File: src/design/mews_pkg.sv
// Package for the motion energy window sum block.
// Holds shared widths, pipeline control types and the per-axis filter function.
// Used by every module in the design folder; depends on nothing.
package mews_pkg;

    localparam int SampleW = 16;
    localparam int DcW = 20;
    localparam int SquareW = 32;
    localparam int EnergyW = 32;
    localparam int CfgW = 7;
    localparam int AxisCount = 3;
    localparam int DefRingDepth = 64;

    typedef logic signed [SampleW-1:0] t_sample;
    typedef logic signed [DcW-1:0] t_dc;

    typedef struct packed {
        logic clear;
        logic advance;
    } t_ctl;

    typedef struct packed {
        logic signed [DcW-1:0] dc;
        logic [SquareW-1:0] sq;
    } t_axis_res;

    // One tracker update followed by the squared high-pass residue.
    function automatic t_axis_res axis_step(input t_sample s, input t_dc dc, input logic seeded);
        logic signed [DcW-1:0] s_q4;
        logic signed [DcW-1:0] base;
        logic signed [DcW:0] diff;
        logic signed [DcW:0] sum;
        logic signed [SampleW:0] h;
        logic signed [2*SampleW+1:0] prod;
        t_axis_res r;
        s_q4 = {s, 4'b0000};
        base = seeded ? dc : s_q4;
        diff = (DcW+1)'(s_q4) - (DcW+1)'(base);
        sum = (DcW+1)'(base) + (diff >>> 4);
        r.dc = sum[DcW-1:0];
        h = (SampleW+1)'(s) - (SampleW+1)'(r.dc >>> 4);
        prod = (2*SampleW+2)'(h) * (2*SampleW+2)'(h);
        r.sq = prod[SquareW-1:0];
        return r;
    endfunction

endpackage

File: src/design/mews_axis_filter.sv
// Per-axis DC trackers, high-pass residues and saturated sum of squares.
// Result lands in the energy register; uses mews_pkg.
module mews_axis_filter (
    input  logic                           i_clk,
    input  logic                           i_rst_n,
    input  mews_pkg::t_ctl                 i_ctl,
    input  mews_pkg::t_sample              i_accel [mews_pkg::AxisCount],
    output logic [mews_pkg::EnergyW-1:0]   o_energy
);

    mews_pkg::t_dc r_dc [mews_pkg::AxisCount];
    logic r_seeded;
    logic [mews_pkg::EnergyW-1:0] r_energy;

    mews_pkg::t_axis_res axis_res [mews_pkg::AxisCount];
    logic [mews_pkg::SquareW+1:0] e_sum;
    logic [mews_pkg::EnergyW-1:0] n_energy;

    always_comb begin
        for (int i = 0; i < mews_pkg::AxisCount; i++) begin
            axis_res[i] = mews_pkg::axis_step(i_accel[i], r_dc[i], r_seeded);
        end
        e_sum = (mews_pkg::SquareW+2)'(axis_res[0].sq) + (mews_pkg::SquareW+2)'(axis_res[1].sq)
              + (mews_pkg::SquareW+2)'(axis_res[2].sq);
        n_energy = (|e_sum[mews_pkg::SquareW+1:mews_pkg::EnergyW]) ? '1
                 : e_sum[mews_pkg::EnergyW-1:0];
    end

    always_ff @(posedge i_clk) begin
        if (!i_rst_n || i_ctl.clear) begin
            r_seeded <= 1'b0;
            for (int i = 0; i < mews_pkg::AxisCount; i++) begin
                r_dc[i] <= '0;
            end
        end else if (i_ctl.advance) begin
            r_seeded <= 1'b1;
            for (int i = 0; i < mews_pkg::AxisCount; i++) begin
                r_dc[i] <= axis_res[i].dc;
            end
        end
    end

    always_ff @(posedge i_clk) begin
        if (i_ctl.advance) begin
            r_energy <= n_energy;
        end
    end

    assign o_energy = r_energy;

endmodule

File: src/design/mews_window.sv
// Energy ring, fill count, write slot and running total with saturated result.
// The ring read is prefetched for the next slot; uses mews_pkg.
module mews_window #(
    parameter int RING_DEPTH = mews_pkg::DefRingDepth,
    parameter int LEN_W = $clog2(RING_DEPTH + 1)
) (
    input  logic                           i_clk,
    input  logic                           i_rst_n,
    input  mews_pkg::t_ctl                 i_ctl,
    input  logic [LEN_W-1:0]               i_len,
    input  logic [mews_pkg::EnergyW-1:0]   i_energy,
    output logic [mews_pkg::EnergyW-1:0]   o_sum
);

    localparam int SlotW = (RING_DEPTH > 1) ? $clog2(RING_DEPTH) : 1;
    localparam int TotW = mews_pkg::EnergyW + LEN_W;

    logic [mews_pkg::EnergyW-1:0] r_ring [RING_DEPTH];
    logic [mews_pkg::EnergyW-1:0] r_old;
    logic [SlotW-1:0] r_slot;
    logic [LEN_W-1:0] r_fill;
    logic [TotW-1:0] r_total;
    logic [mews_pkg::EnergyW-1:0] r_sum;

    logic full;
    logic [LEN_W-1:0] slot_cnt;
    logic [SlotW-1:0] n_slot;
    logic [LEN_W-1:0] n_fill;
    logic [TotW-1:0] n_total;
    logic [SlotW-1:0] rd_addr;

    always_comb begin
        full = (r_fill >= i_len);
        slot_cnt = LEN_W'(r_slot) + LEN_W'(1);
        n_slot = (slot_cnt >= i_len) ? '0 : SlotW'(slot_cnt);
        n_fill = full ? r_fill : r_fill + LEN_W'(1);
        n_total = r_total - (full ? TotW'(r_old) : '0) + TotW'(i_energy);
        rd_addr = i_ctl.advance ? n_slot : r_slot;
    end

    always_ff @(posedge i_clk) begin
        if (!i_rst_n || i_ctl.clear) begin
            r_slot <= '0;
            r_fill <= '0;
            r_total <= '0;
        end else if (i_ctl.advance) begin
            r_slot <= n_slot;
            r_fill <= n_fill;
            r_total <= n_total;
        end
    end

    always_ff @(posedge i_clk) begin
        if (i_ctl.advance) begin
            r_ring[r_slot] <= i_energy;
            r_sum <= (|n_total[TotW-1:mews_pkg::EnergyW]) ? '1
                   : n_total[mews_pkg::EnergyW-1:0];
        end
        if (i_ctl.advance && rd_addr == r_slot) begin
            r_old <= i_energy;
        end else begin
            r_old <= r_ring[rd_addr];
        end
    end

    assign o_sum = r_sum;

endmodule

File: src/design/motion_energy_window_sum.sv
// Top level of the motion energy window sum block.
// Holds the input register, window length register and pipeline handshake;
// instantiates mews_axis_filter and mews_window and uses mews_pkg.
//
// Channel   Dir  Payload (low bit first)              Request taken when
// s_axis    in   accel_x, accel_y, accel_z (48 bits)   s_axis_tvalid && s_axis_tready
// m_axis    out  window_energy (32 bits)               m_axis_tvalid && m_axis_tready
// cfg       in   window_length (7 bits)                i_cfg_valid && o_cfg_ready
//
// Three register stages: input register, energy register, result register.
// A request passes the energy and result registers; one per cycle unless stalled.
// The DC tracker loop and the running total loop each close through one register.
// Reset or a window length write clears trackers, fill count, slot and total.
// A stalled result holds every stage that is full; empty stages keep filling.
module motion_energy_window_sum #(
    parameter int RING_DEPTH = mews_pkg::DefRingDepth
) (
    input  logic                              i_clk,
    input  logic                              i_rst_n,
    input  logic                              s_axis_tvalid,
    output logic                              s_axis_tready,
    input  logic [3*mews_pkg::SampleW-1:0]    s_axis_tdata,  // accel_x, accel_y, accel_z
    output logic                              m_axis_tvalid,
    input  logic                              m_axis_tready,
    output logic [mews_pkg::EnergyW-1:0]      m_axis_tdata,  // window_energy
    input  logic                              i_cfg_valid,
    output logic                              o_cfg_ready,
    input  logic [mews_pkg::CfgW-1:0]         i_cfg_data
);

    localparam int LenW = $clog2(RING_DEPTH + 1);

    mews_pkg::t_sample r_accel [mews_pkg::AxisCount];
    logic r_in_valid;
    logic r_e_valid;
    logic r_out_valid;
    logic [LenW-1:0] r_len;

    logic [LenW-1:0] n_len;
    logic cfg_write;
    logic out_adv;
    logic e_adv;
    logic in_take;
    mews_pkg::t_ctl filt_ctl;
    mews_pkg::t_ctl win_ctl;
    logic [mews_pkg::EnergyW-1:0] energy;

    assign o_cfg_ready = 1'b1;
    assign cfg_write = i_cfg_valid && o_cfg_ready;

    always_comb begin
        out_adv = r_e_valid && (!r_out_valid || m_axis_tready);
        e_adv = r_in_valid && (!r_e_valid || out_adv);
        s_axis_tready = !r_in_valid || e_adv;
        in_take = s_axis_tvalid && s_axis_tready;
        filt_ctl = '{clear: cfg_write, advance: e_adv};
        win_ctl = '{clear: cfg_write, advance: out_adv};
        if (i_cfg_data == '0) begin
            n_len = LenW'(1);
        end else if (int'(i_cfg_data) > RING_DEPTH) begin
            n_len = LenW'(RING_DEPTH);
        end else begin
            n_len = LenW'(i_cfg_data);
        end
    end

    always_ff @(posedge i_clk) begin
        if (!i_rst_n) begin
            r_in_valid <= 1'b0;
            r_e_valid <= 1'b0;
            r_out_valid <= 1'b0;
            r_len <= LenW'(1);
        end else begin
            if (in_take) begin
                r_in_valid <= 1'b1;
            end else if (e_adv) begin
                r_in_valid <= 1'b0;
            end
            if (e_adv) begin
                r_e_valid <= 1'b1;
            end else if (out_adv) begin
                r_e_valid <= 1'b0;
            end
            if (out_adv) begin
                r_out_valid <= 1'b1;
            end else if (m_axis_tready) begin
                r_out_valid <= 1'b0;
            end
            if (cfg_write) begin
                r_len <= n_len;
            end
        end
    end

    always_ff @(posedge i_clk) begin
        if (in_take) begin
            for (int i = 0; i < mews_pkg::AxisCount; i++) begin
                r_accel[i] <= s_axis_tdata[i*mews_pkg::SampleW +: mews_pkg::SampleW];
            end
        end
    end

    mews_axis_filter u_filter (
        .i_clk    (i_clk),
        .i_rst_n  (i_rst_n),
        .i_ctl    (filt_ctl),
        .i_accel  (r_accel),
        .o_energy (energy)
    );

    mews_window #(
        .RING_DEPTH (RING_DEPTH),
        .LEN_W      (LenW)
    ) u_window (
        .i_clk    (i_clk),
        .i_rst_n  (i_rst_n),
        .i_ctl    (win_ctl),
        .i_len    (r_len),
        .i_energy (energy),
        .o_sum    (m_axis_tdata)
    );

    assign m_axis_tvalid = r_out_valid;

    a_ready_only_when_held: assert property (@(posedge i_clk) disable iff (!i_rst_n)
        !s_axis_tready |-> r_in_valid)
        else $error("input stalled with an empty input register");

    a_result_from_energy: assert property (@(posedge i_clk) disable iff (!i_rst_n)
        $rose(m_axis_tvalid) |-> $past(r_e_valid))
        else $error("result appeared without an energy stage entry");

    a_len_in_range: assert property (@(posedge i_clk) disable iff (!i_rst_n)
        cfg_write |=> (r_len != '0) && (int'(r_len) <= RING_DEPTH))
        else $error("window length out of range after a write");

endmodule

File: config.mk
export PLATFORM = sky130hd
export DESIGN_NAME = motion_energy_window_sum
export DESIGN_NICKNAME = d
export VERILOG_FILES = /design/src/design/mews_pkg.sv /design/src/design/mews_axis_filter.sv /design/src/design/mews_window.sv /design/src/design/motion_energy_window_sum.sv
export SDC_FILE = /design/constraint.sdc
export NUM_CORES = 2
export LEC_CHECK = 0
export ABC_AREA = 1
export BUFFER_PORTS_ARGS = -buffer_cell sky130_fd_sc_hd__buf_4
export CAP_MARGIN = 20
export CORE_MARGIN = 2
export CORE_UTILIZATION = 40
export CTS_BUF_LIST = sky130_fd_sc_hd__clkbuf_16
export DETAILED_ROUTE_END_ITERATION = 7
export PLACE_DENSITY = 0.52
export SLEW_MARGIN = 10
export SYNTH_ARGS = -nofsm -noshare
export SYNTH_HDL_FRONTEND = slang
export SYNTH_SLANG_ARGS = --single-unit
File: constraint.sdc
create_clock -name i_clk -period 32.3 [get_ports i_clk]
set_input_delay 1.615 -clock i_clk [delete_from_list [all_inputs] [get_ports i_clk]]
set_output_delay 1.615 -clock i_clk [all_outputs]
set_load 0.005 [all_outputs]
==> results.ini <==
[grt]
grtUsageTotal=0.244
overflow=0
grt_pass1_vias=91700
grt_pass1_wl_mm=605
antenna_found_initial=25
grt_max_degree=181

[clock_network]
path_clk_slew_ns=0.06
numCtsBuffers=243
cts_sinks=2289
cts_setup_buffers=0
htreeDepth=4
cts-resized-gates=0
cts-root-buf=clkbuf_16
cts_hold_buf=0
cts_tree=done
insertion_delay_ns=0.95
clk_path_buf_depth=4

[route]
ant_nets=0
drc=0
dr.pass1.iters=6
route.vias.total=90500
routedWlPerCell_um=24.9
viasPerCell=5.52
drt_iter0_markers=7886
wl_mm=408

[logic_synthesis]
synth_top_area_share=0.511
synth_cell_type_count=74
synth_area_leaders=edfxtp_1 51%, fa_1 12%, nand2_1 5.4%
synth_top_cell_by_area=edfxtp_1
syn_inst=11800
syn_nets=13200
ys_seq_elements=2289
synth_ff_type=edfxtp_1
async_flop_share=0
synth_edf_count=2220
syn_avg_cell_area_um2=11.0
netlist_area_um2=130000
ys_seq_area_frac=0.521
yosysWarnings=0

[sta]
maxSlewHeadroom=0.148
grt_setup_unrepaired=false
worstMarginPinSlew_ns=1.26
fmax_ghz=0.0610
finalSetupViolations=0
finalCritPeriodShare=0.507
slew_viol_final=0
hold_ws_ns=0.482
hold_viol_final=0
clock_skew_ns=0.124
period_needed_ns=16.38
final.setup.tns_ns=0

[layout]
syn_to_final_growth_pct=10.8
fin_nets=13200
layout.area.seq_um2=68100
fill_cells=30100
drive_gt1_frac=0.0768
fin_cells=16400
multi_input_area_um2=54800

[place]
dp.cells=15900
port_buffers=93
hpwl_mm=258
gp_congestion=0.890

[die]
die_h_um=575
ios=95
die_area_um2=331000
core.rowCount=209
die_w_um=575
initial_core_util=0.402
core_um2=325000

[worst_setup_path]
cp-end-kind=flop
crit_top_cell=nand2_1
cp.arrival_ns=16.95
path_class=reg2reg
cp_max_fo=62
cpPeakStageDelay_ns=0.75
cp_slowest_cell=xor2_1
r2r_slack_ns=15.92
critPathRequiredTime_ns=32.87
startpoint_type=flop

[min_path]
hold_class=reg2reg

[outcome]
status=finished clean

[run]
max_cap_violations=0

[through the flow]
| stage | instance area (µm²) | worst slack [ns] | utilization |
|---|---|---|---|
| after global routing | 145000 | 14.35 | 0.445 |
| after global placement | 137000 | 15.74 | 0.422 |
| after CTS | 145000 | 15.21 | 0.445 |
| final | 145000 | 15.92 | 0.445 |
| after floorplan | 130000 | 19.40 | - |
| after detailed placement | 137000 | 15.36 | 0.422 |
[registers in the layout, indices dropped and copies added (netlist names), 6 cells and up, named ones only]
| name | count |
|---|---|
| u_window.r_total | 39 |
| u_window.r_fill | 7 |
| u_filter.r_dc | 60 |
| u_window.r_ring | 2048 |
| r_accel | 48 |
| u_window.o_sum | 32 |
| u_filter.o_energy | 32 |
| u_window.r_slot | 6 |
| r_len | 7 |
[worst max-delay path, delay by kind of cell, from the launching register on]
family | cells | cell delay, ns
fa+ha+maj | 12 | 5.10
compound gates | 17 | 3.55
simple gates | 19 | 2.81
xor+xnor | 5 | 1.64
buf+inv | 13 | 2.64
flops | 1 | 0.31
[cell type report]
| class | count | share of cell area |
|---|---|---|
| Sequential cell | 2289 | 0.471 |
| Multi-Input combinational cell | 7402 | 0.379 |
| Clock buffer | 245 | 0.0424 |
| Inverter | 1601 | 0.0418 |
| Tap cell | 4325 | 0.0374 |
| Timing Repair Buffer | 331 | 0.0180 |
| Clock inverter | 199 | 0.0103 |
| Antenna cell | 6 | 0.000104 |
[final timing paths]
check,startpoint,to,cells after the start
max,u_filter.r_seeded,u_filter.o_energy[11],66
max reg2reg,u_filter.r_seeded,u_filter.o_energy[11],66
min reg2reg,u_window.r_total[0],u_window.r_total[0],2
min,u_window.r_total[0],u_window.r_total[0],2
[kinds of logic after synthesis]
family	count (synthesis)	share of synthesized area
fa+ha+maj	1321	0.173
flops	2289	0.521
compound gates	2387	0.114
mux	2	0.000153
other cells	1	0.0000287
simple gates	3357	0.105
xor+xnor	334	0.0231
buf+inv	2152	0.0629
[metal layers]
metal / share of wire / wire [µm] / track usage / up-vias
li1: - / - / - / 40900
met1: 0.42 / 171000 / 0.325 / 45900
met2: 0.48 / 196000 / 0.411 / 3067
met3: 0.065 / 26500 / 0.0330 / 603
met4: 0.035 / 14200 / 0.0808 / 4
met5: 0.000056 / 23 / 0 / -
[cell usage after synthesis (8+ instances only)]
master / n
nand4_1: 32
o211ai_1: 43
nor3_1: 39
nand2_2: 19
inv_2: 15
clkbuf_1: 464
a221oi_1: 251
inv_1: 1573
a311oi_1: 62
xor2_1: 209
edfxtp_1: 2220
nor2_2: 21
xnor2_1: 116
o21ai_0: 476
a21boi_0: 8
o22ai_1: 18
ha_1: 510
a31oi_1: 33
dfxtp_1: 69
or2_2: 63
nand2_1: 1888
nand3_2: 9
o21a_1: 13
o21ai_2: 9
o21bai_1: 26
buf_1: 41
nand3b_1: 18
nor4_1: 15
buf_2: 32
o311ai_0: 125
o21ai_1: 18
a21o_1: 19
a311o_1: 62
fa_1: 811
nand3_1: 309
nor2_1: 922
o221ai_1: 130
clkinv_1: 12
a21oi_1: 1052
[layout by cell type (no fill, tap or decap), types with 115 or more instances in the layout]
cell type	count
nand2_1	1887
xnor2_1	115
ha_1	510
clkbuf_16	245
o21ai_0	476
buf_4	316
fa_1	811
a221oi_1	251
edfxtp_1	2220
nand3_1	309
xor2_1	209
nor2_1	857
a21oi_1	1052
o221ai_1	130
inv_1	1622
Power is not shown: default switching activity piles up to over one toggle a cycle in this logic, so the estimate is an artifact.
